File: src/wmda_pkg.sv
// ----------------------------------------------------------------------------
// Window mean versus decaying average: shared definitions
// Types, constants and codes used by the controller, datapath and checker.
// ----------------------------------------------------------------------------
package wmda_pkg;

  localparam int WINDOW_MAX_DEF  = 1024;
  localparam int SAMPLE_BITS_DEF = 20;

  localparam int LEN_W   = 11;  // window_len register
  localparam int INV_W   = 33;  // Q1.32 reciprocals
  localparam int MEAN_W  = 36;  // Q20.16 means
  localparam int ERR_W   = 24;  // Q8.16 relative error
  localparam int DECAY_W = 44;  // Q20.24 decaying average
  localparam int MUL_A_W = 32;
  localparam int PROD_W  = MUL_A_W + INV_W;     // 65
  localparam int ACC_W   = PROD_W - 8 + 1;      // decay + sample term
  localparam int UPD_W   = ACC_W + 2;
  localparam int CFG_IDX_W = 2;

  localparam logic [DECAY_W-1:0] DECAY_MAX = {DECAY_W{1'b1}};
  localparam logic [MEAN_W-1:0]  MEAN_MAX  = {MEAN_W{1'b1}};
  localparam logic [ERR_W-1:0]   ERR_MAX   = {ERR_W{1'b1}};

  typedef enum logic [CFG_IDX_W-1:0] {
    CFG_WINDOW_LEN = 2'd0,
    CFG_INV_WINDOW = 2'd1,
    CFG_INV_DECAY  = 2'd2
  } cfg_idx_e;

  typedef enum logic [3:0] {
    ST_IDLE,
    ST_TERM,
    ST_ACC,
    ST_MLO,
    ST_MHI,
    ST_UPD,
    ST_MEAN_GO,
    ST_MEAN_WAIT,
    ST_ERR_GO,
    ST_ERR_WAIT,
    ST_FIN
  } state_e;

  typedef enum logic [1:0] {
    MUL_TERM,
    MUL_LO,
    MUL_HI
  } mul_op_e;

  typedef enum logic {
    DIV_MEAN,
    DIV_ERR
  } div_op_e;

  typedef struct packed {
    logic    accept;
    logic    upd_sum;
    logic    load_prod;
    mul_op_e mul_op;
    logic    load_acc;
    logic    load_lo;
    logic    load_decay;
    logic    div_start;
    div_op_e div_op;
    logic    load_mean;
    logic    load_out;
  } cmd_t;

  typedef struct packed {
    logic report;
    logic div_done;
    logic mean_zero;
    logic out_free;
  } status_t;

endpackage

File: src/wmda_ctrl.sv
// ----------------------------------------------------------------------------
// Window mean versus decaying average: controller
// Sequences the multiply steps of the decay update and, for report items,
// the mean division, the error division unless the mean is zero, and the
// hand-over to the output register.
module wmda_ctrl import wmda_pkg::*; (
  input  logic    clk_i,
  input  logic    rst_ni,
  input  logic    in_valid_i,
  output logic    in_stall_o,
  input  status_t status_i,
  output cmd_t    cmd_o
);

  state_e state_q, state_d;

  always_ff @(posedge clk_i or negedge rst_ni) begin
    if (!rst_ni) begin
      state_q <= ST_IDLE;
    end else begin
      state_q <= state_d;
    end
  end

  always_comb begin
    state_d = state_q;
    case (state_q)
      ST_IDLE:      if (in_valid_i) state_d = ST_TERM;
      ST_TERM:      state_d = ST_ACC;
      ST_ACC:       state_d = ST_MLO;
      ST_MLO:       state_d = ST_MHI;
      ST_MHI:       state_d = ST_UPD;
      ST_UPD:       state_d = status_i.report ? ST_MEAN_GO : ST_IDLE;
      ST_MEAN_GO:   state_d = ST_MEAN_WAIT;
      ST_MEAN_WAIT: if (status_i.div_done) state_d = ST_ERR_GO;
      ST_ERR_GO:    state_d = status_i.mean_zero ? ST_FIN : ST_ERR_WAIT;
      ST_ERR_WAIT:  if (status_i.div_done) state_d = ST_FIN;
      ST_FIN:       if (status_i.out_free) state_d = ST_IDLE;
      default:      state_d = ST_IDLE;
    endcase
  end

  always_comb begin
    cmd_o        = '0;
    cmd_o.mul_op = MUL_TERM;
    cmd_o.div_op = DIV_MEAN;
    case (state_q)
      ST_IDLE: cmd_o.accept = in_valid_i;
      ST_TERM: begin
        cmd_o.upd_sum   = 1'b1;
        cmd_o.load_prod = 1'b1;
        cmd_o.mul_op    = MUL_TERM;
      end
      ST_ACC: cmd_o.load_acc = 1'b1;
      ST_MLO: begin
        cmd_o.load_prod = 1'b1;
        cmd_o.mul_op    = MUL_LO;
      end
      ST_MHI: begin
        cmd_o.load_prod = 1'b1;
        cmd_o.load_lo   = 1'b1;
        cmd_o.mul_op    = MUL_HI;
      end
      ST_UPD: cmd_o.load_decay = 1'b1;
      ST_MEAN_GO: begin
        cmd_o.div_start = 1'b1;
        cmd_o.div_op    = DIV_MEAN;
      end
      ST_MEAN_WAIT: cmd_o.load_mean = status_i.div_done;
      ST_ERR_GO: begin
        // A zero mean needs no division: the error saturates.
        cmd_o.div_start = !status_i.mean_zero;
        cmd_o.div_op    = DIV_ERR;
      end
      ST_ERR_WAIT: cmd_o.div_op = DIV_ERR;
      ST_FIN: cmd_o.load_out = status_i.out_free;
      default: ;
    endcase
  end

  assign in_stall_o = (state_q != ST_IDLE);

endmodule

File: config.mk
export PLATFORM = sky130hd
export DESIGN_NAME = wmda_ctrl
export DESIGN_NICKNAME = d
export VERILOG_FILES = /design/src/wmda_pkg.sv /design/src/wmda_ctrl.sv
export SDC_FILE = /design/constraint.sdc
export NUM_CORES = 1
export LEC_CHECK = 0
export ABC_CLOCK_PERIOD_IN_PS = 4350
export BUFFER_PORTS_ARGS = -buffer_cell sky130_fd_sc_hd__buf_4
export CAP_MARGIN = 5
export CORE_AREA = 2 2 39 41
export CTS_CLUSTER_DIAMETER = 80
export DETAILED_ROUTE_END_ITERATION = 8
export DIE_AREA = 0 0 41 43
export GPL_TIMING_DRIVEN = 0
export PLACE_DENSITY = 0.54
export SETUP_SLACK_MARGIN = 0.5
export SYNTH_ARGS = -nofsm -noshare
export SYNTH_HDL_FRONTEND = slang
export SYNTH_SLANG_ARGS = --single-unit
File: constraint.sdc
create_clock -name clk_i -period 4.35 [get_ports clk_i]
set_clock_uncertainty 0.05 [all_clocks]
set_input_delay 0.435 -clock clk_i [delete_from_list [all_inputs] [get_ports clk_i]]
set_output_delay 0.435 -clock clk_i [all_outputs]
set_load 0.01 [all_outputs]
==> results.cfg <==
[timing]
fin_ws_ns = 2.21
slew_viol_final = 0
slew_headroom = 0.735
tns_ns = 0
grt_setup_unrepaired = false
timing.fmax_mhz = 467
hold_violations = 0
tightest_slew_ns = 0.397
fin_crit_ns = 2.14
finalCritPeriodShare = 0.492
finalSetupViolCount = 0

[power_and_ir_drop]
seq_power_share = 0.194
irDropWorstVdd_v = 0.000219
p_leak_nw = 0.277
swShare = 0.461
p_comb_frac = 0.690
p_sw_mw = 0.195
power_density_nw_per_um2 = 723
intPower_mw = 0.228
p_clk_frac = 0.116

[worst_setup_path]
reg2reg_slack_ns = 2.57
crit_path_max_incr_delay_ns = 0.42
cp.arrival_ns = 1.66
worstPathCellList = clkbuf_1 > nand2b_1 > nor3_1 > buf_4 > buf_4
worst_path_max_delay_cell = dfrtp_1
reg2reg_depth = 4
critPathRequiredTime_ns = 3.87
rr_startpoint = state_q[3]
crit_path_frequent_cell = buf_4
r2r_end = state_q[1]
cp-end-kind = output port
crit_type = reg2out
cp-start-kind = flop
crit_path_max_fanout = 10

[run]
cap_violations = 0

[floorplanning]
dieArea_um2 = 1760
ios = 20
die_h_um = 43
start_util = 0.282
die_w_um = 41
core_area_um2 = 1380
row_count = 14

[clock_tree]
cts_tree = yes
clock_sinks = 4
clock_latency_ns = 0.25
htreeDepth = 1
cts_root_buf = clkbuf_4
clockBufferDepth = 2
clk_pin_slew_ns = 0.04
cts_hold_buffers = 1
cts_setup_buffers = 0
cts_buffers = 3
post_cts_resized = 0

[yosys]
ys_seq_area_frac = 0.256
synth-main-ff-cell = dfrtp_1
synth_area_leaders = dfrtp_1, nor2_1, nand2b_1, a21oi_1, nor3_1
yosysTopAreaCell = dfrtp_1
syn_nets = 62
synth-seq-cells = 4
yosys.area.top_type_share = 0.256
yosys_warnings = 0
syn_area_um2 = 390
avgSynthCellArea_um2 = 7.10
synthArstFlopShare = 1.00
synth_cell_types = 24
synth_edf_count = 0
syn-instance-count = 55

[finish]
diodes = 0
largest_reg_flops = 4
synthToLayoutAreaGrowth_pct = 50.0
final_common_cell = buf_4
top_register = state_q
top_regs = state_q x4
drive_gt1_frac = 0.321
fillers = 152
final_cell_mix = buf_4, nor2_1
finalNetCount = 87

[global_route]
grt_pass1_wl_mm = 1.74
grt_pass1_vias = 426
grt_max_degree = 11
grtUsageTotal = 0.151
grt_antenna_before_repair = 0
overflow = 0

[detailed_routing]
routed.top_layer = met4
wl_met1_um = 481
dr.pass1.iters = 4
post_drt_via_cell_ratio = 4.96
wl_met3_um = 73
ant_nets = 0
met2_length_um = 536
vias = 466
drc = 0
wirelength_mm = 1.10
drt_iter0_drc = 9
avgRoutedWirePerCell_um = 11.7

[placed_design]
dp_hpwl_um = 778
port-buffer-count = 19
gp_routability_congestion = 0.710
dpl_worst_slack_ns = 2.46

[min_path]
min_path_type = in2async

[outcome]
status = finished clean
## power by group through the flow
| stage | clock network [mW] | registers [mW] | logic [mW] |
|---|---|---|---|
| 4_1_cts | 0.0517 | 0.0814 | 0.293 |
| 5_1_grt | 0.0557 | 0.0849 | 0.325 |
| 3_3_place_gp | 0 | 0.0824 | 0.291 |
| 2_1_floorplan | 0 | 0.0744 | 0.193 |
| 3_5_place_dp | 0 | 0.0818 | 0.292 |
| 6_report | 0.0492 | 0.0821 | 0.292 |
## final cells by class
type / instances / area [um2] / area share
tap: 16 / 20.0 / 0.0342
multi-input combinational: 44 / 260 / 0.444
inverter: 2 / 7.51 / 0.0128
buffer: 5 / 22.5 / 0.0385
clock buffer: 3 / 22.5 / 0.0385
sequential: 4 / 100 / 0.171
timing repair buffer: 20 / 153 / 0.261
## worst max-delay path by stage
stage | start | slack, ns | endpoint | cells past startpoint
detailed placement | state_q[2] | 2.46 | cmd_o[8] | 5
global placement | state_q[2] | 2.46 | cmd_o[8] | 5
global route | state_q[2] | 2.05 | cmd_o[8] | 5
CTS | state_q[2] | 2.19 | cmd_o[8] | 5
floorplan | state_q[2] | 2.55 | cmd_o[8] | 4
finish | state_q[2] | 2.21 | cmd_o[8] | 5
## Yosys cell counts, types with 2 or more instances
cell      n
nand2b_1  4
nand2_1   4
nor2b_1   3
nor2_1    7
o21ai_0   4
dfrtp_1   4
clkbuf_1  4
inv_1     2
a21oi_1   4
and3_1    2
nor3_1    4
## per-stage QoR
step | util | instances | total power, mW | hold WS (ns) | instance area, um2
2_1_floorplan | - | 55 | 0.267 | 0.0894 | 390
3_3_place_gp | 0.400 | 90 | 0.374 | 0.180 | 553
3_5_place_dp | 0.400 | 90 | 0.373 | 0.183 | 553
4_1_cts | 0.423 | 94 | 0.426 | 0.459 | 586
5_1_grt | 0.423 | 94 | 0.466 | 0.474 | 586
6_report | 0.423 | 94 | 0.423 | 0.473 | 586
## cell families (layout without fill, tap and decap cells)
kind of cell,count (synthesis),after routing,share of synthesized area
simple gates,28,28,0.369
mux,1,1,0.0385
buf+inv,7,30,0.0769
compound gates,15,15,0.260
flops,4,4,0.256
## critical path: cells and delay by family, from the launching register on
family | cells | cell delay, ns
buffers and inverters | 3 | 0.60
DFF | 1 | 0.42
and+or+nand+nor | 2 | 0.39
## metal layers
layer,vias up,global-route usage
li1,239,-
met1,212,0.195
met4,0,0.0800
met3,2,0.0628
met2,13,0.206
met5,-,0
No activity file was read; power rests on OpenSTA's default activity.
